### config.mk
export PLATFORM = sky130hd
export DESIGN_NAME = bf3_mean
export DESIGN_NICKNAME = d
export VERILOG_FILES = /design/src/hw/rtl/bf3_pkg.sv /design/src/hw/rtl/bf3_mean.sv
export SDC_FILE = /design/constraint.sdc
export NUM_CORES = 1
export LEC_CHECK = 0
export ABC_AREA = 1
export ABC_CLOCK_PERIOD_IN_PS = 8400
export BUFFER_PORTS_ARGS = -buffer_cell sky130_fd_sc_hd__buf_2
export CAP_MARGIN = 30
export CORE_ASPECT_RATIO = 0.6
export CORE_UTILIZATION = 30
export CTS_CLUSTER_DIAMETER = 50
export CTS_CLUSTER_SIZE = 8
export DETAILED_ROUTE_END_ITERATION = 10
export GPL_TIMING_DRIVEN = 0
export SYNTH_ARGS = -nofsm -noshare
export SYNTH_HDL_FRONTEND = slang
export SYNTH_SLANG_ARGS = --single-unit
### constraint.sdc
create_clock -name clock -period 8.4 [get_ports clock]
set_input_delay 0.84 -clock clock [delete_from_list [all_inputs] [get_ports clock]]
set_output_delay 0.84 -clock clock [all_outputs]
set_load 0.05 [all_outputs]
### src/hw/rtl/bf3_pkg.sv
`timescale 1ns / 1ps
// ----------------------------------------------------------------------------
// 3x3 box filter package
// Shared widths, constants and types of the 3x3 mean filter on a pixel stream.
// ----------------------------------------------------------------------------
package bf3_pkg;

   localparam int PIXEL_W            = 8;
   localparam int SUM_W              = 12;   // nine 8-bit pixels
   localparam int FRAME_WIDTH_W      = 10;
   localparam int FRAME_HEIGHT_W     = 12;
   localparam int CSR_DATA_W         = 12;
   localparam int MIN_SIZE           = 5;
   localparam int RESET_FRAME_WIDTH  = 400;
   localparam int RESET_FRAME_HEIGHT = 400;
   localparam int DEF_MAX_WIDTH      = 512;
   localparam int DEF_MAX_HEIGHT     = 4095;

   // floor(sum / 9) == (sum * 7282) >> 16 for every sum below 2^SUM_W.
   localparam int DIV9_MULT_W = 13;
   localparam logic [DIV9_MULT_W-1:0] DIV9_MULT = 13'd7282;
   localparam int DIV9_SHIFT  = 16;

   localparam logic MODE_PIXEL = 1'b0;
   localparam logic MODE_DRAIN = 1'b1;

   typedef enum logic [0:0] {
      CSR_FRAME_WIDTH  = 1'b0,
      CSR_FRAME_HEIGHT = 1'b1
   } bf3_csr_type;

   // Per-item control decided when the item enters.
   typedef struct packed {
      logic emit;
      logic interior;
      logic frame_end;
   } bf3_tag_type;

   // What the window stage hands to the mean stage.
   typedef struct packed {
      logic [SUM_W-1:0]   sum;
      logic [PIXEL_W-1:0] centre;
      logic               interior;
      logic               frame_end;
   } bf3_sum_type;

endpackage

### src/hw/rtl/bf3_mean.sv
`timescale 1ns / 1ps
// ----------------------------------------------------------------------------
// 3x3 box filter mean stage
// Divides an inner pixel's window sum by nine through a reciprocal multiply,
// else passes the centre pixel; holds the result item in the output register.
// ----------------------------------------------------------------------------
module bf3_mean (
   input  logic                        clock,
   input  logic                        reset,
   input  logic                        in_valid,
   input  bf3_pkg::bf3_sum_type        in_info,
   output logic                        free,
   output logic                        rsp_tvalid,
   input  logic                        rsp_tready,
   output logic [bf3_pkg::PIXEL_W-1:0] rsp_tdata,
   output logic                        rsp_tlast
);
   import bf3_pkg::*;

   localparam int PROD_W = SUM_W + DIV9_MULT_W;

   logic               s2_v_ff;
   bf3_sum_type        s2_info_ff;
   logic               out_v_ff;
   logic [PIXEL_W-1:0] out_px_ff, out_px_in;
   logic               out_last_ff;
   logic               out_free;
   logic [PROD_W-1:0]  prod;

   always_comb begin
      out_free  = !out_v_ff || rsp_tready;
      free      = !s2_v_ff || out_free;
      prod      = PROD_W'(s2_info_ff.sum) * PROD_W'(DIV9_MULT);
      out_px_in = s2_info_ff.interior ? prod[DIV9_SHIFT +: PIXEL_W] : s2_info_ff.centre;
   end

   always_ff @(posedge clock) begin
      if (reset) begin
         s2_v_ff  <= 1'b0;
         out_v_ff <= 1'b0;
      end else begin
         if (free) begin
            s2_v_ff <= in_valid;
         end
         if (out_free) begin
            out_v_ff <= s2_v_ff;
         end
      end
   end

   always_ff @(posedge clock) begin
      if (in_valid && free) begin
         s2_info_ff <= in_info;
      end
      if (s2_v_ff && out_free) begin
         out_px_ff   <= out_px_in;
         out_last_ff <= s2_info_ff.frame_end;
      end
   end

   assign rsp_tvalid = out_v_ff;
   assign rsp_tdata  = out_px_ff;
   assign rsp_tlast  = out_last_ff;

endmodule

==> results.yml <==
run_status:
  status: "finished, final reports clean"
die:
  dieArea_um2: 12100
  coreArea_um2: 11300
  io_pins: 37
  die_h_um: 85.7
  num_rows: 30
  die_w_um: 142
  start_util_pct: 30.9
placed_design:
  pre_cts_ws_ns: 3.64
  io_buffers: 36
  place.gp.congestion: 0.923
  hpwl_um: 6780
  dp_cells: 574
yosys:
  yosys.area_share.adder_pct: 40.1
  yosysTopAreaCell: "edfxtp_1"
  synthCells: 377
  syn_area_um2: 3500
  synth_compound_area_share_pct: 5.43
  synth_ff_type: "edfxtp_1"
  syn_avg_cell_area_um2: 9.29
  ys_seq_area_share_pct: 27.7
  synthArstFlopShare_pct: 0
  synthXorXnorAreaFrac_pct: 1.25
  syn_nets: 498
  synth_top_family_by_area: "adder cells"
  yosys.area_share.simple_pct: 16.3
  synth_cell_types: 31
  ys_top_cells_by_area: "edfxtp_1 (27%), ha_1 (24%), fa_1 (17%), inv_1 (8.7%), nand2_1 (7.9%)"
  synth_top_area_share_pct: 26.6
  synth.mux.area_fraction_pct: 0
  synth_seq_cells: 33
  yosysWarnings: 0
  synth_edf_count: 31
sta:
  max_freq_ghz: 0.209
  worst_slack_ns: 3.61
  worstMarginPinSlew_ns: 0.986
  rsz0062_at_grt: "false"
  period_share_pct: 57.0
  final_hold_viol_count: 0
  finalSetupTns_ns: 0
  fin_crit_ns: 4.79
  slew_headroom_pct: 34.3
  setup_violations: 0
  fin_skew_ns: 0.00314
  final-max-slew-violation-count: 0
grt:
  track_usage_pct: 14.5
  grt_pass1_wl_um: 13200
  grtUsageMet2_pct: 20.1
  grt_max_degree: 19
  grt.busiest_layer: "met1"
  grt_util_met3_pct: 3.13
  first_global_vias: 2654
  grt_use_met1_pct: 23.0
  gr-total-overflow: 0
  grt_antenna_before_repair: 0
worst_setup_path:
  worstSetupEndpointType: "register"
  startpoint_type: "register"
  cp_max_fo: 4
  critPathKind: "reg -> reg"
  required_ns: 8.44
  worstPathArrival_ns: 4.83
clock_network:
  clock_sinks: 33
  postCtsSetupBuffers: 0
  cts_max_level: 2
  cts_buffer_depth: 2
  path_clk_slew_ns: 0.06
  cts_resized: 0
  numCtsBuffers: 5
  cts_hold_buf: 0
  tritoncts: "yes"
  insertion_delay_ns: 0.28
  cts_root_buf: "clkbuf_16"
detailed_routing:
  drt_pass1_iterations: 4
  drt-initial-drc-count: 151
  drtAntennaViolNets: 0
  drt-total-wl_um: 7810
  vias_per_cell: 4.49
  vias: 2613
  wl_per_cell_um: 13.4
  drc: 0
worst_hold_path:
  hp-class: "reg -> reg"
pwr:
  p_int_w: 0.000679
  total_power_w: 0.00137
  pwr-share-clk_pct: 15.8
  seq_power_share_pct: 15.6
  p_sw_w: 0.000691
  max-vdd-ir-drop_mv: 0.168
  p_comb_share_pct: 68.6
  switching_share_pct: 50.4
  power_density_nw_per_um2: 335
  p_leak_nw: 2.15
finish:
  final_common_cell: "inv_1"
  area_growth_pct: 16.5
  fin_cells: 582
  mostFrequentLayoutCells: "inv_1 (81), nand2_1 (74), ha_1 (66), buf_2 (36), edfxtp_1 (31)"
  drive_gt1_share_pct: 12.8
  antenna_cells: 0
  final_nets: 542
flow_run:
  maxCapViolations: 0
## power by group through the flow
| stage | Combinational, W | Sequential, W | Clock [W] |
|---|---|---|---|
| floorplan | 0.000678 | 0.000245 | 0 |
| global placement | 0.000915 | 0.000217 | 0 |
| detailed placement | 0.000925 | 0.000217 | 0 |
| CTS | 0.000934 | 0.000214 | 0.000222 |
| global route | 0.00109 | 0.000215 | 0.000227 |
| finish | 0.000940 | 0.000213 | 0.000216 |
## path summary, 6_finish.rpt
kind / from / end / slack [ns] / cells after the start
setup / recovery: s2_info_ff[13]$_DFFE_PP_ / rsp_tdata[7]$_DFFE_PP_ / 3.61 / 21
hold / removal: s2_info_ff[0]$_DFFE_PP_ / rsp_tlast$_DFFE_PP_ / 0.44 / 0
setup reg to reg: s2_info_ff[13]$_DFFE_PP_ / rsp_tdata[7]$_DFFE_PP_ / 3.61 / 21
hold reg to reg: s2_info_ff[0]$_DFFE_PP_ / rsp_tlast$_DFFE_PP_ / 0.44 / 0
## layout make-up
cell class                 count  area (um^2)
fill                        1189         7250
multi-input combinational    261         2210
sequential                    33          971
inverter                      82          308
timing repair buffer          37          208
tap                          160          200
clock buffer                   5          125
clock inverter                 3         46.3
buffer                         1         13.8
## worst max-delay path, stage by stage, from the launching register on
cell,delay [ns]
edfxtp_1,0.47
inv_1,0.13
fa_1,0.54
inv_1,0.05
ha_1,0.34
inv_1,0.08
fa_1,0.50
inv_1,0.06
fa_1,0.50
inv_1,0.06
fa_1,0.54
inv_1,0.05
ha_1,0.30
nand2_1,0.13
nor2_2,0.17
inv_1,0.07
nor3_1,0.17
nand3b_2,0.11
nand3_1,0.09
nand2_1,0.05
nand3_1,0.08
nand2_1,0.04
## logic make-up after synthesis
family | count (synthesis)
flip-flops | 33
buffers and inverters | 83
adder cells (fa/ha/maj) | 95
XOR/XNOR | 5
AO/OA/AOI/OAI | 34
AND/OR/NAND/NOR | 127
## routing by layer
| metal | routed length (um) | vias up |
|---|---|---|
| met1 | 4050 | 1232 |
| met3 | 766 | 2 |
| met4 | 10 | 0 |
| met5 | 0 | - |
| li1 | - | 1314 |
| met2 | 2980 | 65 |
## cells in the mapped netlist (2+ instances only)
| cell | count |
|---|---|
| inv_1 | 81 |
| nand2_1 | 74 |
| ha_1 | 66 |
| edfxtp_1 | 31 |
| fa_1 | 29 |
| nand3_1 | 24 |
| a21oi_1 | 19 |
| nor2_1 | 11 |
| o21ai_0 | 6 |
| nor3_1 | 5 |
| o21bai_1 | 4 |
| xor2_1 | 4 |
| nand4_1 | 3 |
| a21o_1 | 2 |
| dfxtp_1 | 2 |
## state kept, by name, summed over array words and instances (netlist names)
name,count
s2_info_ff,22
rsp_tdata,8
rsp_tlast,1
rsp_tvalid,1
s2_v_ff,1
## through the flow
stage | hold slack, ns | instance area, um^2 | utilization (%)
finish | 0.436 | 4080 | 36.0
global route | 0.451 | 4080 | 36.0
CTS | 0.444 | 4080 | 36.0
detailed placement | 0.426 | 3910 | 34.5
global placement | 0.402 | 3880 | 34.3
floorplan | 0.400 | 3500 | -
No activity file was read; power rests on OpenSTA's default activity.
