===== src/hw/rtl/bf3_pkg.sv =====
`timescale 1ns / 1ps
// ----------------------------------------------------------------------------
// 3x3 box filter package
// Shared widths, constants and types of the 3x3 mean filter on a pixel stream.
// ----------------------------------------------------------------------------
package bf3_pkg;

   localparam int PIXEL_W            = 8;
   localparam int SUM_W              = 12;   // nine 8-bit pixels
   localparam int FRAME_WIDTH_W      = 10;
   localparam int FRAME_HEIGHT_W     = 12;
   localparam int CSR_DATA_W         = 12;
   localparam int MIN_SIZE           = 5;
   localparam int RESET_FRAME_WIDTH  = 400;
   localparam int RESET_FRAME_HEIGHT = 400;
   localparam int DEF_MAX_WIDTH      = 512;
   localparam int DEF_MAX_HEIGHT     = 4095;

   // floor(sum / 9) == (sum * 7282) >> 16 for every sum below 2^SUM_W.
   localparam int DIV9_MULT_W = 13;
   localparam logic [DIV9_MULT_W-1:0] DIV9_MULT = 13'd7282;
   localparam int DIV9_SHIFT  = 16;

   localparam logic MODE_PIXEL = 1'b0;
   localparam logic MODE_DRAIN = 1'b1;

   typedef enum logic [0:0] {
      CSR_FRAME_WIDTH  = 1'b0,
      CSR_FRAME_HEIGHT = 1'b1
   } bf3_csr_type;

   // Per-item control decided when the item enters.
   typedef struct packed {
      logic emit;
      logic interior;
      logic frame_end;
   } bf3_tag_type;

   // What the window stage hands to the mean stage.
   typedef struct packed {
      logic [SUM_W-1:0]   sum;
      logic [PIXEL_W-1:0] centre;
      logic               interior;
      logic               frame_end;
   } bf3_sum_type;

endpackage


===== src/hw/rtl/bf3_ctrl.sv =====
`timescale 1ns / 1ps
// ----------------------------------------------------------------------------
// 3x3 box filter position control
// Tracks row, column and output count of the frame and classifies each item.
// ----------------------------------------------------------------------------
module bf3_ctrl #(
   parameter int MAX_WIDTH  = bf3_pkg::DEF_MAX_WIDTH,
   parameter int MAX_HEIGHT = bf3_pkg::DEF_MAX_HEIGHT
) (
   input  logic                                          clock,
   input  logic                                          reset,
   input  logic [$clog2(MAX_WIDTH+1)-1:0]                frame_w,
   input  logic [$clog2(MAX_HEIGHT+1)-1:0]               frame_h,
   input  logic [$clog2(MAX_WIDTH*MAX_HEIGHT+1)-1:0]     frame_total,
   input  logic                                          accept,
   input  logic                                          mode,
   input  logic [bf3_pkg::PIXEL_W-1:0]                   pixel,
   output logic                                          go_valid,
   output logic [$clog2(MAX_WIDTH)-1:0]                  go_addr,
   output logic [bf3_pkg::PIXEL_W-1:0]                   go_pixel,
   output bf3_pkg::bf3_tag_type                          go_tag
);
   import bf3_pkg::*;

   localparam int COL_W = $clog2(MAX_WIDTH);
   localparam int WV_W  = $clog2(MAX_WIDTH + 1);
   localparam int ROW_W = $clog2(MAX_HEIGHT + 1);
   localparam int CNT_W = $clog2(MAX_WIDTH * MAX_HEIGHT + 1);
   localparam int CW    = WV_W + 1;
   localparam int RW    = ROW_W + 1;

   logic [COL_W-1:0] col_ff, col_in, col1, col2;
   logic [ROW_W-1:0] row_ff, row_in, row1, row2;
   logic [CNT_W-1:0] cnt_ff, cnt_in, cnt1;
   logic             full_ff, full_in, full1, full2;
   logic             ignore, pix_mode, wrap0, wrap1, emit, interior, last;
   logic [CW-1:0]    col2x;

   always_comb begin
      pix_mode = (mode == MODE_PIXEL);
      ignore   = pix_mode ? full_ff : !full_ff;

      // A column left at or past the width wraps before the item is placed.
      wrap0 = CW'(col_ff) >= CW'(frame_w);
      col1  = wrap0 ? '0 : col_ff;
      row1  = (wrap0 && !full_ff) ? row_ff + ROW_W'(1) : row_ff;
      full1 = full_ff || (wrap0 && (row1 >= frame_h));

      if (pix_mode) begin
         emit     = (row1 >= ROW_W'(2)) || ((row1 == ROW_W'(1)) && (col1 != '0));
         interior = (row1 >= ROW_W'(3)) && ((RW'(row1) + RW'(2)) <= RW'(frame_h)) &&
                    (col1 >= COL_W'(3)) && ((CW'(col1) + CW'(2)) <= CW'(frame_w));
      end else begin
         emit     = 1'b1;
         interior = 1'b0;
      end

      col2x = CW'(col1) + CW'(1);
      wrap1 = col2x >= CW'(frame_w);
      col2  = wrap1 ? '0 : col2x[COL_W-1:0];
      row2  = (wrap1 && !full1) ? row1 + ROW_W'(1) : row1;
      full2 = full1 || (wrap1 && (row2 >= frame_h));

      cnt1 = cnt_ff + CNT_W'(1);
      last = emit && (cnt1 >= frame_total);

      go_valid = accept && !ignore;
      go_addr  = col1;
      go_pixel = pix_mode ? pixel : '0;
      go_tag   = '{emit: emit, interior: interior, frame_end: last};

      col_in  = col_ff;
      row_in  = row_ff;
      cnt_in  = cnt_ff;
      full_in = full_ff;
      if (go_valid) begin
         if (last) begin
            col_in  = '0;
            row_in  = '0;
            cnt_in  = '0;
            full_in = 1'b0;
         end else begin
            col_in  = col2;
            row_in  = row2;
            full_in = full2;
            cnt_in  = emit ? cnt1 : cnt_ff;
         end
      end
   end

   always_ff @(posedge clock) begin
      if (reset) begin
         col_ff  <= '0;
         row_ff  <= '0;
         cnt_ff  <= '0;
         full_ff <= 1'b0;
      end else begin
         col_ff  <= col_in;
         row_ff  <= row_in;
         cnt_ff  <= cnt_in;
         full_ff <= full_in;
      end
   end

endmodule


===== config.mk =====
export PLATFORM = sky130hd
export DESIGN_NAME = bf3_ctrl
export DESIGN_NICKNAME = d
export VERILOG_FILES = /design/src/hw/rtl/bf3_pkg.sv /design/src/hw/rtl/bf3_ctrl.sv
export SDC_FILE = /design/constraint.sdc
export NUM_CORES = 1
export LEC_CHECK = 0
export ABC_AREA = 1
export BUFFER_PORTS_ARGS = -buffer_cell sky130_fd_sc_hd__buf_2
export CAP_MARGIN = 0
export CORE_MARGIN = 2
export CORE_UTILIZATION = 40
export DETAILED_ROUTE_END_ITERATION = 7
export PLACE_DENSITY_LB_ADDON = 0.1
export SETUP_SLACK_MARGIN = 0.15
export SYNTH_ARGS = -nofsm -noshare
export SYNTH_HDL_FRONTEND = slang
export SYNTH_SLANG_ARGS = --single-unit

===== constraint.sdc =====
create_clock -name clock -period 7.52 [get_ports clock]
set_clock_uncertainty 0.15 [all_clocks]
set_input_delay 1.128 -clock clock [delete_from_list [all_inputs] [get_ports clock]]
set_output_delay 1.128 -clock clock [all_outputs]
set_load 0.005 [all_outputs]

==> results of run 1 <==
-- worst min-delay path by stage --
stage	startpoint	endpoint	slack, ns	cells after the start
floorplan	cnt_ff[8]	cnt_ff[8]	0.29	2
global placement	cnt_ff[8]	cnt_ff[8]	0.31	2
detailed placement	cnt_ff[8]	cnt_ff[8]	0.32	2
CTS	row_ff[6]	row_ff[6]	0.34	2
global route	cnt_ff[7]	cnt_ff[7]	0.36	2
finish	row_ff[6]	row_ff[6]	0.33	2
-- power by group --
group	internal (mW)	switching [mW]	total, mW	leakage, nW
Sequential	0.229	0.00147	0.230	0.347
Clock	0.133	0.101	0.234	0.0731
Combinational	0.0358	0.0605	0.0962	2.95
-- Yosys cell counts (all sizes together) --
| cell type | n |
|---|---|
| nand2 | 208 |
| inv | 162 |
| ha | 95 |
| a21oi | 81 |
| nor2 | 81 |
| nand3 | 57 |
| dfxtp | 43 |
| nand4 | 42 |
| xor2 | 34 |
| nor3 | 24 |
| o21ai | 22 |
| buf | 15 |
| clkbuf | 11 |
| xnor2 | 6 |
| nor4 | 5 |
| o211ai | 3 |
| o21a | 3 |
| a31oi | 2 |
| o2111ai | 2 |
| o31ai | 2 |
| or2 | 2 |
| a211oi | 1 |
| a21o | 1 |
| a41oi | 1 |
| and3b | 1 |
| clkinv | 1 |
| nand3b | 1 |
| o21bai | 1 |
| o41ai | 1 |
-- worst reg2reg max path, delay by kind of cell (launching register included) --
family / cells / cell delay, ns
AOI/OAI and AO/OA: 5 / 0.55
adders and majority gates: 4 / 1.08
buffers and inverters: 5 / 0.47
DFF: 1 / 0.39
and+or+nand+nor: 24 / 3.33
-- routing by layer --
layer | up-vias | GRT usage (%) | share of wire, %
met5 | - | 0 | 0
met4 | 0 | 5.54 | 1.3
met3 | 14 | 2.70 | 4.2
met2 | 119 | 35.7 | 45
met1 | 2424 | 27.7 | 49
li1 | 3086 | - | -
-- registers in the layout (all words and copies together), names as in the netlist --
register  count
row_ff       12
full_ff       1
cnt_ff       21
col_ff        9
-- cell type report --
type                            instances  area, µm²
Fill cell                            1505       7570
Multi-Input combinational cell        676       4110
Sequential cell                        43        861
Inverter                              163        612
Timing Repair Buffer                   79        405
Tap cell                              180        225
Clock buffer                            6        139
Clock inverter                          2       16.3
-- per-stage QoR --
step	total power, mW	util [%]
floorplan	0.299	-
global placement	0.332	44.6
detailed placement	0.332	44.6
CTS	0.570	45.7
global route	0.593	45.7
finish	0.560	45.7
-- cells by family (layout without fill, tap and decap cells) --
logic type / after synthesis / count (layout) / synth area share (%)
and+or+nand+nor: 421 / 421 / 33.4
buffers and inverters: 189 / 250 / 13.3
AOI/OAI and AO/OA: 120 / 120 / 11.5
adders and majority gates: 95 / 95 / 20.7
DFF: 43 / 43 / 15.0
xor gates and xnor gates: 40 / 40 / 6.11
==> results.json, run 1 <==
{
  "status": "finished clean",
  "syn_avg_cell_area_um2": 6.32,
  "cp_slowest_cell": "nor2_1",
  "startpoint": "frame_w[5]",
  "vias": 5643,
  "ys_warn_count": 0,
  "cts_buffers": 5,
  "clockRootBuffer": "clkbuf_16",
  "hp-class": "register to register",
  "dpl.hpwl_um": 12400,
  "fin_cells": 1149,
  "tritoncts": "done",
  "placed_cell_area_um2": 6210,
  "crit_top_cell": "nand2_1",
  "rsz0062_at_grt": "no",
  "fp.dieArea_um2": 15300,
  "die_x_um": 124,
  "cts_num_sinks": 43,
  "grt_usage_pct": 20.9,
  "grt_pass1_wl_um": 25100,
  "crit_required_ns": 7.59,
  "p_leak_nw": 3.37,
  "synth_seq_cells": 43,
  "setup_violations": 0,
  "htreeDepth": 2,
  "mostFrequentLayoutCell": "nand2_1",
  "avgRoutedWirePerCell_um": 13.3,
  "drt_iter0_markers": 268,
  "worst_pin_slew_ns": 0.875,
  "power_density_nw_per_um2": 88.0,
  "endpoint": "full_ff",
  "holdBufCountCts": 0,
  "critPathMaxFanout": 7,
  "drc": 0,
  "hold_viol": 0,
  "yosys-top-cells-area": "ha_1 21%, dfxtp_1 15%, nand2_1 13%",
  "cp-start-kind": "primary input",
  "gp_congestion": 0.922,
  "antenna_found_initial": 0,
  "drive_gt1_share_pct": 12.1,
  "num_rows": 43,
  "critical_path_class": "primary input to register",
  "slew_viol_final": 0,
  "timing.rr.start": "col_ff[0]",
  "port_buffers": 75,
  "r2r_slack_ns": 1.48,
  "final.setup.worst_slack_ns": 0.945,
  "final_cell_mix": "192 x nand2_1, 157 x inv_1, 95 x ha_1, 80 x a21oi_1",
  "cp_num_cells": 39,
  "hold_slack_ns": 0.334,
  "r2r-end": "full_ff",
  "crit_family": "simple AND/OR/NAND/NOR gates",
  "synth_area_leader_cell": "ha_1",
  "crit_buf_inv": 6,
  "dr.pass1.iters": 4,
  "max-clock-path-buffers": 2,
  "timing.final.crit_share_pct": 87.4,
  "totalWireLength_um": 15300,
  "post-cts-setup-buffers": 0,
  "grt_pass1_vias": 5287,
  "ir_worst_vdd_mv": 0.0804,
  "clkLatencyLatePin_ns": 0.30,
  "ys_seq_area_share_pct": 15.0,
  "pre_cts_slack_ns": 0.686,
  "rr_worst_depth": 38,
  "max_freq_mhz": 152,
  "cp.arrival_ns": 6.65,
  "cap_violations": 0,
  "crit_path_max_incr_delay_ns": 0.45,
  "syn_inst": 908,
  "syn_to_final_growth_pct": 11.0,
  "grt_max_degree": 44,
  "path_clk_slew_ns": 0.06,
  "placed_cells": 1141,
  "endpoint_kind": "register",
  "finalCriticalPeriod_ns": 6.57,
  "ant_nets": 0,
  "core_area_um2": 13900,
  "yosysUniqueCellTypes": 41,
  "initial_core_util_pct": 41.2,
  "fp.dieH_um": 124,
  "final_nets": 1118,
  "gr-total-overflow": 0,
  "maxSlewHeadroom_pct": 41.5,
  "viasPerCell": 4.91,
  "netlist.area_leader.share_pct": 20.7,
  "synth.net_count": 1058,
  "syn_area_um2": 5730,
  "cts_resized": 0,
  "final_design_area_no_fill_um2": 6370,
  "fin_setup_tns_ns": 0,
  "io_pins": 76,
  "antenna_cells": 0
}
No activity file was read; power rests on OpenSTA's default activity.
==> run 2: changes to the inputs <==
- REMOVE_ABC_BUFFERS: unset -> 1
==> results.json, run 2 (synthesis results as in run 1) <==
{
  "status": "finished clean",
  "slew_viol_final": 0,
  "io_pins": 76,
  "hold_viol": 0,
  "power_density_nw_per_um2": 87.8,
  "cts_num_sinks": 43,
  "cap_violations": 0,
  "drive_gt1_share_pct": 12.3,
  "gp_congestion": 0.861,
  "grt.met2_usage_pct": 36.1,
  "initial_core_util_pct": 41.2,
  "worstHoldStart": "cnt_ff[8]",
  "crit_top_cell": "nand2_1",
  "top_usage_layer": "met2",
  "num_rows": 43,
  "cp_slowest_cell": "nor2_1",
  "htreeDepth": 2,
  "cts_buffers": 5,
  "drt_iter0_markers": 252,
  "met1_usage_pct": 27.9,
  "rsz0062_at_grt": "no",
  "avgRoutedWirePerCell_um": 13.2,
  "tritoncts": "done",
  "final_nets": 1120,
  "ir_worst_vdd_mv": 0.0788,
  "fp.dieArea_um2": 15300,
  "port_buffers": 75,
  "fp.dieH_um": 124,
  "clockRootBuffer": "clkbuf_16",
  "reg_top3": "cnt_ff (21), row_ff (12), col_ff (9)",
  "grt_usage_pct": 20.9,
  "viasPerCell": 4.94,
  "gr-total-overflow": 0,
  "totalWireLength_um": 15200,
  "p_leak_nw": 3.38,
  "die_x_um": 124,
  "cp-start-kind": "primary input",
  "grt_pass1_wl_um": 25400,
  "largest_register": "cnt_ff",
  "endpoint_kind": "register",
  "timing.rr.start": "col_ff[0]",
  "max-clock-path-buffers": 2,
  "dr.pass1.iters": 4,
  "drc": 0,
  "use_met3_pct": 2.98,
  "antenna_found_initial": 0,
  "crit_required_ns": 7.51,
  "grt_pass1_vias": 5241,
  "startpoint": "frame_w[5]",
  "core_area_um2": 13900,
  "total_power_mw": 0.560,
  "cts_resized": 0,
  "largest_reg_flops": 21,
  "critPathMaxFanout": 6,
  "path_clk_slew_ns": 0.06,
  "antenna_cells": 0,
  "vias": 5685,
  "ant_nets": 0,
  "syn_to_final_growth_pct": 11.3,
  "mostFrequentLayoutCell": "nand2_1",
  "holdBufCountCts": 0,
  "hp-class": "register to register",
  "worst_pin_slew_ns": 0.855,
  "dpl.hpwl_um": 12500,
  "final_cell_mix": "192 x nand2_1, 157 x inv_1, 95 x ha_1, 80 x a21oi_1",
  "finalCriticalPeriod_ns": 6.65,
  "critical_path_class": "primary input to register",
  "fillers": 1514,
  "maxSlewHeadroom_pct": 43.0,
  "max_freq_mhz": 150,
  "cp.arrival_ns": 6.64,
  "post-cts-setup-buffers": 0,
  "grt_max_degree": 44,
  "crit_path_max_incr_delay_ns": 0.39,
  "clkLatencyLatePin_ns": 0.30,
  "setup_violations": 0,
  "fin_setup_tns_ns": 0,
  "timing.final.crit_share_pct": 88.4
}
run 2: cell type report:
cell class	instances	area, µm²	share of cell area [%]
clock buffer	6	139	2.18
clock inverter	2	13.8	0.216
inverter	163	612	9.59
multi-input combinational	676	4110	64.4
sequential	43	861	13.5
tap	180	225	3.53
timing repair buffer	81	420	6.59
run 2: routing by layer:
| layer | up-vias | wire, µm | part of all wire (%) |
|---|---|---|---|
| met5 | - | 0 | 0 |
| met4 | 0 | 125 | 0.82 |
| met2 | 107 | 6970 | 46 |
| met3 | 8 | 602 | 4.0 |
| li1 | 3096 | - | - |
| met1 | 2474 | 7540 | 49 |
run 2: worst paths after layout:
| path | endpoint | slack, ns | depth (start not counted) |
|---|---|---|---|
| worst max-delay path | full_ff | 0.87 | 37 |
| worst min-delay path | cnt_ff[8] | 0.32 | 2 |
| worst max register to register | full_ff | 1.33 | 36 |
| worst min register to register | cnt_ff[8] | 0.32 | 2 |
run 2: metrics by stage:
step	area, µm²	hold WS (ns)	util [%]	worst slack, ns	cells
final	6380	0.321	45.8	0.872	1151
after global routing	6380	0.365	45.8	0.262	1151
after CTS	6380	0.323	45.8	0.900	1151
after detailed placement	6230	0.313	44.7	0.601	1143
after global placement	6230	0.309	44.7	0.656	1143
after floorplan	5580	0.289	-	1.67	882
run 2: power by group:
group | switching (mW) | total (mW) | internal (mW)
registers | 0.00147 | 0.230 | 0.229
logic | 0.0611 | 0.0979 | 0.0368
clock network | 0.0994 | 0.232 | 0.133
run 2: worst max-delay path: cells and delay by family:
family                     cells  cell delay [ns]
and+or+nand+nor               20             2.83
adders and majority gates      4             1.16
buffers and inverters          5             0.43
xor gates and xnor gates       1             0.30
AOI/OAI and AO/OA              7             0.78
