`config.mk`:
```
export PLATFORM = sky130hd
export DESIGN_NAME = bf3_window
export DESIGN_NICKNAME = d
export VERILOG_FILES = /design/src/hw/rtl/bf3_pkg.sv /design/src/hw/rtl/bf3_window.sv
export SDC_FILE = /design/constraint.sdc
export NUM_CORES = 1
export LEC_CHECK = 0
export ABC_AREA = 1
export BUFFER_PORTS_ARGS = -buffer_cell sky130_fd_sc_hd__buf_4
export CORE_UTILIZATION = 45
export DETAILED_ROUTE_END_ITERATION = 8
export PLACE_DENSITY = 0.69
export SLEW_MARGIN = 0
export SYNTH_ARGS = -nofsm -noshare
export SYNTH_HDL_FRONTEND = slang
export SYNTH_SLANG_ARGS = --single-unit
```
`constraint.sdc`:
```
create_clock -name clock -period 4.1 [get_ports clock]
set_input_delay 0.41 -clock clock [delete_from_list [all_inputs] [get_ports clock]]
set_output_delay 0.41 -clock clock [all_outputs]
set_load 0.03 [all_outputs]
```
`src/hw/rtl/bf3_pkg.sv`:
```
`timescale 1ns / 1ps
// ----------------------------------------------------------------------------
// 3x3 box filter package
// Shared widths, constants and types of the 3x3 mean filter on a pixel stream.
// ----------------------------------------------------------------------------
package bf3_pkg;

   localparam int PIXEL_W            = 8;
   localparam int SUM_W              = 12;   // nine 8-bit pixels
   localparam int FRAME_WIDTH_W      = 10;
   localparam int FRAME_HEIGHT_W     = 12;
   localparam int CSR_DATA_W         = 12;
   localparam int MIN_SIZE           = 5;
   localparam int RESET_FRAME_WIDTH  = 400;
   localparam int RESET_FRAME_HEIGHT = 400;
   localparam int DEF_MAX_WIDTH      = 512;
   localparam int DEF_MAX_HEIGHT     = 4095;

   // floor(sum / 9) == (sum * 7282) >> 16 for every sum below 2^SUM_W.
   localparam int DIV9_MULT_W = 13;
   localparam logic [DIV9_MULT_W-1:0] DIV9_MULT = 13'd7282;
   localparam int DIV9_SHIFT  = 16;

   localparam logic MODE_PIXEL = 1'b0;
   localparam logic MODE_DRAIN = 1'b1;

   typedef enum logic [0:0] {
      CSR_FRAME_WIDTH  = 1'b0,
      CSR_FRAME_HEIGHT = 1'b1
   } bf3_csr_type;

   // Per-item control decided when the item enters.
   typedef struct packed {
      logic emit;
      logic interior;
      logic frame_end;
   } bf3_tag_type;

   // What the window stage hands to the mean stage.
   typedef struct packed {
      logic [SUM_W-1:0]   sum;
      logic [PIXEL_W-1:0] centre;
      logic               interior;
      logic               frame_end;
   } bf3_sum_type;

endpackage

```
`src/hw/rtl/bf3_window.sv`:
```
`timescale 1ns / 1ps
// ----------------------------------------------------------------------------
// 3x3 box filter window stage
// Takes the two stored rows for the item's column, updates the line store and
// the window columns, and forms the nine-pixel sum.
// ----------------------------------------------------------------------------
module bf3_window #(
   parameter int MAX_WIDTH = bf3_pkg::DEF_MAX_WIDTH
) (
   input  logic                              clock,
   input  logic                              reset,
   input  logic                              in_valid,
   input  logic [$clog2(MAX_WIDTH)-1:0]      in_addr,
   input  logic [bf3_pkg::PIXEL_W-1:0]       in_pixel,
   input  bf3_pkg::bf3_tag_type              in_tag,
   output logic                              free,
   input  logic [2*bf3_pkg::PIXEL_W-1:0]     rd_data,
   output logic                              wr_en,
   output logic [$clog2(MAX_WIDTH)-1:0]      wr_addr,
   output logic [2*bf3_pkg::PIXEL_W-1:0]     wr_data,
   output logic                              out_valid,
   output bf3_pkg::bf3_sum_type              out_info,
   input  logic                              down_free
);
   import bf3_pkg::*;

   localparam int COL_W = $clog2(MAX_WIDTH);

   logic                   s1_v_ff, s1_v_in;
   logic [COL_W-1:0]       s1_addr_ff;
   logic [PIXEL_W-1:0]     s1_px_ff;
   bf3_tag_type            s1_tag_ff;
   logic                   fwd_ff, fwd_in;
   logic [2*PIXEL_W-1:0]   fwd_data_ff;
   logic [PIXEL_W-1:0]     win_ff [6];
   logic [2*PIXEL_W-1:0]   line;
   logic [PIXEL_W-1:0]     top, mid;
   logic                   adv;

   always_comb begin
      adv  = s1_v_ff && (down_free || !s1_tag_ff.emit);
      free = !s1_v_ff || adv;

      // The previous item writes this column at the edge the next one reads it.
      line = fwd_ff ? fwd_data_ff : rd_data;
      top  = line[2*PIXEL_W-1:PIXEL_W];
      mid  = line[PIXEL_W-1:0];

      wr_en   = adv;
      wr_addr = s1_addr_ff;
      wr_data = {mid, s1_px_ff};

      s1_v_in = free ? in_valid : s1_v_ff;
      fwd_in  = in_valid && adv && (in_addr == s1_addr_ff);

      out_valid          = s1_v_ff && s1_tag_ff.emit;
      out_info.sum       = SUM_W'(top) + SUM_W'(mid) + SUM_W'(s1_px_ff) +
                           SUM_W'(win_ff[0]) + SUM_W'(win_ff[1]) + SUM_W'(win_ff[2]) +
                           SUM_W'(win_ff[3]) + SUM_W'(win_ff[4]) + SUM_W'(win_ff[5]);
      out_info.centre    = win_ff[4];
      out_info.interior  = s1_tag_ff.interior;
      out_info.frame_end = s1_tag_ff.frame_end;
   end

   always_ff @(posedge clock) begin
      if (reset) begin
         s1_v_ff <= 1'b0;
         for (int i = 0; i < 6; i++) begin
            win_ff[i] <= '0;
         end
      end else begin
         s1_v_ff <= s1_v_in;
         if (adv) begin
            win_ff[0] <= win_ff[3];
            win_ff[1] <= win_ff[4];
            win_ff[2] <= win_ff[5];
            win_ff[3] <= top;
            win_ff[4] <= mid;
            win_ff[5] <= s1_px_ff;
         end
      end
   end

   always_ff @(posedge clock) begin
      if (in_valid && free) begin
         s1_addr_ff  <= in_addr;
         s1_px_ff    <= in_pixel;
         s1_tag_ff   <= in_tag;
         fwd_ff      <= fwd_in;
         fwd_data_ff <= wr_data;
      end
   end

endmodule

```
==> results of run 1 <==
## logic make-up after synthesis
group | after synthesis | synth area share (%)
and+or+nand+nor | 132 | 11.7
muxes | 7 | 1.32
buffers and inverters | 155 | 12.3
AOI/OAI and AO/OA | 20 | 2.19
adders and majority gates | 67 | 23.5
DFF | 86 | 48.5
xor gates and xnor gates | 3 | 0.496
## state kept, by name, summed over array words and instances (netlist names)
register / cells
wr_addr: 9
fwd_data_ff: 16
fwd_ff: 1
out_info: 2
s1_v_ff: 1
win_ff: 48
s1_tag_ff: 1
s1_px_ff: 8
## worst max path at each step
stage | from | end | slack, ns | cells past startpoint
after detailed placement | fwd_ff | out_info[18] | -0.59 | 17
final | fwd_ff | out_info[21] | -0.80 | 19
after CTS | fwd_ff | out_info[18] | -0.82 | 19
after global placement | fwd_ff | out_info[17] | -0.48 | 17
after floorplan | fwd_ff | out_info[18] | -0.27 | 18
after global routing | fwd_ff | out_info[21] | -0.94 | 19
## area by class of cell
class | count | area, µm² | share of cell area (%)
flip-flops and latches | 86 | 2570 | 35.7
inverters | 138 | 518 | 7.20
well taps | 143 | 179 | 2.49
repair buffers | 146 | 1170 | 16.3
multi-input cells | 229 | 2480 | 34.4
clock buffers | 10 | 229 | 3.18
clock inverters | 5 | 51.3 | 0.713
## Yosys cell counts
library cell / number / area [µm²]
nand2_1: 60 / 225
inv_1: 138 / 518
or2_2: 2 / 12.5
nor2_4: 10 / 113
edfxtp_1: 85 / 2550
nor2_1: 38 / 143
nand3_1: 7 / 35.0
buf_8: 1 / 15.0
xor2_1: 1 / 8.76
dfxtp_1: 1 / 20.0
nand4_1: 1 / 6.26
nand3b_1: 1 / 7.51
xnor2_1: 2 / 17.5
buf_2: 3 / 15.0
a21oi_1: 5 / 25.0
mux2i_1: 7 / 70.1
a21o_1: 1 / 7.51
nand2_2: 1 / 6.26
buf_6: 2 / 22.5
buf_4: 11 / 82.6
fa_1: 54 / 1080
nor2_2: 10 / 62.6
a21boi_4: 1 / 18.8
ha_1: 13 / 163
o21ai_0: 13 / 65.1
nor3_1: 2 / 10.0
## metrics by stage
step | instance area [µm²] | utilization [%] | worst slack [ns] | total power (W)
after floorplan | 5410 | - | -0.271 | 0.00363
after global placement | 6430 | 56.0 | -0.476 | 0.00462
after detailed placement | 6430 | 56.0 | -0.593 | 0.00470
after CTS | 7100 | 61.9 | -0.824 | 0.00620
after global routing | 7200 | 62.8 | -0.944 | 0.00691
final | 7200 | 62.8 | -0.802 | 0.00646
## repair_timing
| item | CTS | global route |
|---|---|---|
| setup buffers | 11 | 6 |
| endpoints found under the setup margin | 10 | 10 |
| cloned | 2 | 0 |
| pin swaps | 47 | 18 |
| gates resized for setup | 77 | 23 |
## power groups by stage
| stage | Combinational [W] | Clock (W) | Sequential, W |
|---|---|---|---|
| 3_5_place_dp | 0.00361 | 0 | 0.00108 |
| 2_1_floorplan | 0.00252 | 0 | 0.00111 |
| 6_report | 0.00461 | 0.000782 | 0.00107 |
| 4_1_cts | 0.00434 | 0.000792 | 0.00107 |
| 3_3_place_gp | 0.00354 | 0 | 0.00108 |
| 5_1_grt | 0.00501 | 0.000826 | 0.00108 |
## metal layers
layer	up-vias	share of wire [%]	global-route usage [%]
li1	1687	-	-
met1	1656	43	22.1
met2	86	50	32.4
met3	14	5.5	4.88
met4	0	1.5	6.40
met5	-	0	0
==> summary.md, run 1 <==
| Metric | Value |
|---|---|
| Outcome | `complete, but fails checks` |
| Violated checks | `negative setup slack` |
| Most common cell after layout, fill and taps aside | `buf_4` |
| Cts hold-fix bufs | `0` |
| CTS tree | `done` |
| Largest net degree at the start of global routing | `about 50` |
| Clk pwr share | `12.1%` |
| CP bufs+invs | `8` |
| Initial antenna violation count | `0` |
| Largest delay share family, worst path | `adder cells` |
| Residual DRC | `0` |
| Initial Util | `46.2%` |
| Filler-free cell count of the finished design | `approximately 760` |
| Core area | `11500 µm²` |
| CP max FO | `4` |
| Sequential area share after synthesis | `between 40% and 50%` |
| Cell area after synthesis | `5300 µm²` |
| Peak VDD IR | `1640 µV` |
| Filler cells | `853` |
| R2r setup slk | `2.10 ns` |
| I/O Pins | `90` |
| Worst min-delay path endpoint | `s1_v_ff` |
| Area Overhead vs Synth | `35.7%` |
| Unique masters post-synth | `26` |
| Sequential share of power | `16.5%` |
| Critical path, cell by cell | `buf_6, buf_6, buf_6, buf_6, mux2i_4, fa_1, fa_1, inv_2, fa_1, inv_1, fa_1, inv_2, ha_4, nand2_4, nand3b_1, nand2_2, nand2_1, o21ai_2, buf_6` |
| Skew-Pair Late Insertion Delay | `0.33 ns` |
| Fin Setup TNS | `-6.26 ns` |
| Switching share of power | `between 40% and 50%` |
| Max cap viols | `0` |
| Crit path kind | `reg2out` |
| 1st-iter DRT viols | `150` |
| P_leak | `3.33 nW` |
| Post-DRT Antenna Nets | `0` |
| Total clock sinks | `86` |
| IO buf count | `89` |
| Internal power | `~0.0036 W` |
| Clk buf depth | `2` |
| Crit. End Element | `output port` |
| GRT Util Overall | `a little under a fifth` |
| Vias in the first global route | `3796` |
| Setup WS post-layout | `-0.802 ns` |
| Worst r2r src | `s1_tag_ff[2]` |
| Die height | `111 µm` |
| Vias per Instance | `~4.5` |
| Startpoint Class | `register` |
| Die width | `about 110 µm` |
| Min Clock Period, post-route | `about 5 ns` |
| Reg2Reg Depth | `2` |
| Worst hold slack | `around 0.25 ns` |
| Gate power share | `between 70 and 80%` |
| Global route overflow | `0` |
| Worst Hold Class | `in2reg` |
| Syn Area/Cell | `between 10 and 15 µm²` |
| # diodes | `0` |
| Relative slew margins | `20.7%` |
| Detailed Routing Iterations Pass 1 | `4` |
| Number of synthesis warnings | `0` |
| Psw | `0.00285 W` |
| #FFs+latches synth | `86` |
| Slew Viols, Final | `0` |
| WP data required | `3.69 ns` |
| Worst path slowest cell | `fa_1` |
| Hold Path Origin | `reset` |
| WL final | `10.6 mm` |
| Placed cells | `726` |
| Final worst path period share | `120%` |
| GP Congestion | `0.776` |
| Setup violations, final | `9` |
| Synthesized instance count | `470` |
| Clock skew | `approximately 0.0044 ns` |
| Clk root buf | `clkbuf_16` |
| Share of cells above drive strength 1 | `41.5%` |
| Clock-pin transition on the worst setup and hold timing paths | `0.06 ns` |
| Global-route wire length before repair | `17.6 mm` |
| Detail Placement HPWL | `7.69 mm` |
| Worst Path Arrival | `4.49 ns` |
| Syn_nets | `577` |
| CTS H-tree depth | `3` |
| Fmax | `0.204 GHz` |
| Worst slew pin tran | `1.19 ns` |
| Nets | `717` |
| Max stage delay on crit path | `0.51 ns` |
| Final Hold Fails | `0` |
| Full die area | `between 10000 and 15000 µm²` |
| Most frequent cells in the layout | `127 x buf_4, 123 x inv_1, 85 x edfxtp_1` |
| RSZ-0062 raised after global routing | `true` |
| Rows | `39` |
| Cell mode on critical path | `buf_6` |
| PD cells | `898 nW/µm²` |
| TritonCTS buffer count | `9` |
| R2R Path End | `win_ff[1][5]` |
| Post-detailed-route wirelength per cell | `14.0 µm` |
| WHS Path Cells | `2` |
| Vias after detailed routing | `between 3k and 4k` |
Power figures use the tool's default switching activity.
==> run 2, diff against run 1 <==
ABC_AREA = unset   (was 1)
BUFFER_PORTS_ARGS = unset   (was -buffer_cell sky130_fd_sc_hd__buf_4)
DONT_BUFFER_PORTS = 1   (was unset)
PLACE_DENSITY = unset   (was 0.69)
==> run 2 against run 1 <==
Effect of this change:
- the flow still finishes with violations (negative setup slack)
- final cell count decreased by 27%
- first-iteration DRC count increased by 26%
- clock skew increased by 0.0043 ns
- flip-flop and latch count unchanged
- global-route usage decreased by 2.1 points
- cell area decreased by 17%
- sequential share of layout area increased by 7.2 points
- die area decreased by 6.1%
- setup slack got worse by 0.17 ns
- largest cell class unchanged
==> summary.md, run 2 <==
| Metric | Value |
|---|---|
| Outcome | `complete, but fails checks (unchanged)` |
| Violated checks | `negative setup slack (unchanged)` |
| Global-route wire length before repair | `14.0 mm (was 17.6 mm)` |
| Post-detailed-route wirelength per cell | `15.4 µm (was 14.0 µm)` |
| Cts hold-fix bufs | `0 (unchanged)` |
| Top cells by count, synth | `85 x edfxtp_1, 71 x inv_1, 54 x fa_1, 29 x and2_1, 28 x nor2_1 (was 138 x inv_1, 85 x edfxtp_1, 60 x nand2_1, 54 x fa_1, 38 x nor2_1)` |
| Clock skew | `0.00877 ns (was 0.00444 ns)` |
| Slew Viols, Final | `0 (unchanged)` |
| WP data required | `3.69 ns (about the same)` |
| #FFs+latches synth | `86 (unchanged)` |
| Clk root buf | `clkbuf_8 (was clkbuf_16)` |
| Crit. End Element | `output port (unchanged)` |
| WL final | `8.46 mm (was 10.6 mm)` |
| Core area | `10800 µm² (was 11500 µm²)` |
| Clk buf depth | `2 (unchanged)` |
| Post-DRT Antenna Nets | `0 (unchanged)` |
| Clock-pin transition on the worst setup and hold timing paths | `0.08 ns (was 0.06 ns)` |
| Area Overhead vs Synth | `20.5% (was 35.7%)` |
| Worst Hold Class | `in2reg (unchanged)` |
| Total clock sinks | `86 (unchanged)` |
| Synth area leader | `edfxtp_1 (unchanged)` |
| Initial antenna violation count | `0 (unchanged)` |
| Setup WS post-layout | `-0.970 ns (was -0.802 ns)` |
| Min Clock Period, post-route | `5.07 ns (was 4.90 ns)` |
| Most frequent cell after synthesis | `edfxtp_1 (was inv_1)` |
| Largest delay share family, worst path | `adder cells (unchanged)` |
| Vias in the first global route | `2886 (was 3796)` |
| # diodes | `0 (unchanged)` |
| Full die area | `11500 µm² (was 12200 µm²)` |
| Max FFs per register | `48 (unchanged)` |
| Max stage delay on crit path | `0.50 ns (was 0.51 ns)` |
| Initial Util | `46.1% (was 46.2%)` |
| Syn Area/Cell | `13.9 µm² (was 11.3 µm²)` |
| Share of cells above drive strength 1 | `29.3% (was 41.5%)` |
| Worst slew pin tran | `1.17 ns (was 1.19 ns)` |
| Residual DRC | `0 (unchanged)` |
| Async set-reset flop share out of synthesis | `0% (unchanged)` |
| Die height | `107 µm (was 111 µm)` |
| Biggest register | `win_ff (unchanged)` |
| 1st-iter DRT viols | `189 (was 150)` |
| Cell area after synthesis | `4970 µm² (was 5300 µm²)` |
| Fmax | `0.197 GHz (was 0.204 GHz)` |
| I/O Pins | `90 (unchanged)` |
| Placement Cell Area | `5650 µm² (was 6430 µm²)` |
| Worst Path Arrival | `4.66 ns (was 4.49 ns)` |
| Unique masters post-synth | `34 (was 26)` |
| GRT Util Overall | `16.4% (was 18.5%)` |
| Detail Placement HPWL | `6.58 mm (was 7.69 mm)` |
| Max cap viols | `0 (unchanged)` |
| RSZ-0062 raised after global routing | `true (unchanged)` |
| Ranking of synthesized cells by area | `edfxtp_1 51%, fa_1 22%, inv_1 5.4% (was edfxtp_1 48%, fa_1 20%, inv_1 9.8%)` |
| GP Congestion | `0.754 (was 0.776)` |
| Syn_nets | `466 (was 577)` |
| CP bufs+invs | `5 (was 8)` |
| Filler cells | `888 (was 853)` |
| Vias after detailed routing | `2611 (was 3443)` |
| Final worst path period share | `124% (was 120%)` |
| Rows | `38 (was 39)` |
| Final Hold Fails | `0 (unchanged)` |
| Cell mode on critical path | `fa_1 (was buf_6)` |
| Startpoint Class | `register (unchanged)` |
| CP max FO | `5 (was 4)` |
| Die width | `107 µm (was 111 µm)` |
| Relative slew margins | `22.1% (was 20.7%)` |
| TritonCTS buffer count | `9 (unchanged)` |
| EDFF count, synth | `85 (unchanged)` |
| Synth top area share | `51.3% (was 48.1%)` |
| Vias per Instance | `4.76 (was 4.55)` |
| Largest net degree at the start of global routing | `49 (unchanged)` |
| Post-layout util | `55.5% (was 62.8%)` |
| Critical path, cell by cell | `buf_6, buf_12, mux2i_4, fa_1, inv_1, fa_1, fa_1, inv_1, fa_1, inv_2, ha_4, nor2b_4, o2111ai_2, nand3_2, o41a_1, xor2_4 (was buf_6, buf_6, buf_6, buf_6, mux2i_4, fa_1, fa_1, inv_2, fa_1, inv_1, fa_1, inv_2, ha_4, nand2_4, nand3b_1, nand2_2, nand2_1, o21ai_2, buf_6)` |
| Most frequent cells in the layout | `85 x edfxtp_1, 63 x inv_1, 51 x fa_1 (was 127 x buf_4, 123 x inv_1, 85 x edfxtp_1)` |
| Global route overflow | `0 (unchanged)` |
| IO buf count | `0 (was 89)` |
| Setup Fix Bufs, Post-CTS | `0 (was 11)` |
| Setup violations, final | `9 (unchanged)` |
| CTS tree | `done (unchanged)` |
| Number of synthesis warnings | `0 (unchanged)` |
| Detailed Routing Iterations Pass 1 | `4 (unchanged)` |
| CTS H-tree depth | `3 (unchanged)` |
| Most common cell after layout, fill and taps aside | `edfxtp_1 (was buf_4)` |
| Main synth FF type | `edfxtp_1 (unchanged)` |
| Skew-Pair Late Insertion Delay | `0.36 ns (was 0.33 ns)` |
| Fin area | `5990 µm² (was 7200 µm²)` |
| Worst path slowest cell | `fa_1 (unchanged)` |
| Crit path kind | `reg2out (unchanged)` |
| Nets | `511 (was 717)` |
| Sequential area share after synthesis | `51.7% (was 48.5%)` |
| Synthesized instance count | `359 (was 470)` |
## run 2: path summary, 6_finish.rpt
path | from | to | slack (ns) | cells past startpoint
setup / recovery | fwd_ff | out_info[20] | -0.97 | 16
hold / removal | reset | s1_v_ff | 0.11 | 1
setup reg to reg | s1_tag_ff[2] | fwd_ff | 1.93 | 3
hold reg to reg | win_ff[5][7] | win_ff[2][7] | 0.57 | 1
## run 2: final cells by class
cell class | instances | area, µm² | share of cell area, %
sequential | 86 | 2570 | 42.9
multi-input combinational | 186 | 2350 | 39.1
timing repair buffer | 50 | 437 | 7.28
inverter | 71 | 267 | 4.45
tap | 140 | 175 | 2.92
clock buffer | 9 | 124 | 2.07
clock inverter | 7 | 73.8 | 1.23
## run 2: repair_timing
action	in CTS	in global routing
gates resized for setup	13	12
endpoints found under the hold margin	0	0
pin swaps	15	7
gates cloned	0	1
setup endpoints to repair	10	10
## run 2: kinds of logic (layout without fill, tap and decap cells)
kind of cell             Yosys count  after routing  share of synthesized area (%)
buffers and inverters             87            137                           7.47
adder cells (fa/ha/maj)           67             67                           25.0
multiplexers                      16             16                           3.27
XOR/XNOR                          16             16                           2.82
flip-flops                        86             86                           51.7
AND/OR/NAND/NOR                   72             72                           7.62
AO/OA/AOI/OAI                     15             15                           2.11
## run 2: per-layer routing
layer / part of all wire [%] / vias up / GRT usage (%)
li1: - / 1234 / -
met1: 45 / 1288 / 20.6
met2: 47 / 75 / 26.1
met3: 6.6 / 14 / 4.98
met4: 2.1 / 0 / 7.73
met5: 0 / - / 0
## run 2: metrics by stage
stage / hold WS, ns / cells / worst slack, ns / setup TNS (ns)
2_1_floorplan: 0.479 / 359 / -0.716 / -2.71
3_3_place_gp: 0.482 / 532 / -0.688 / -3.61
3_5_place_dp: 0.485 / 532 / -0.757 / -4.14
4_1_cts: 0.0843 / 548 / -1.03 / -7.32
5_1_grt: 0.0896 / 549 / -1.17 / -8.36
6_report: 0.105 / 549 / -0.970 / -6.81
Power of run 2 is not shown: default switching activity piles up to over one toggle a cycle in this logic, so the estimate is an artifact.
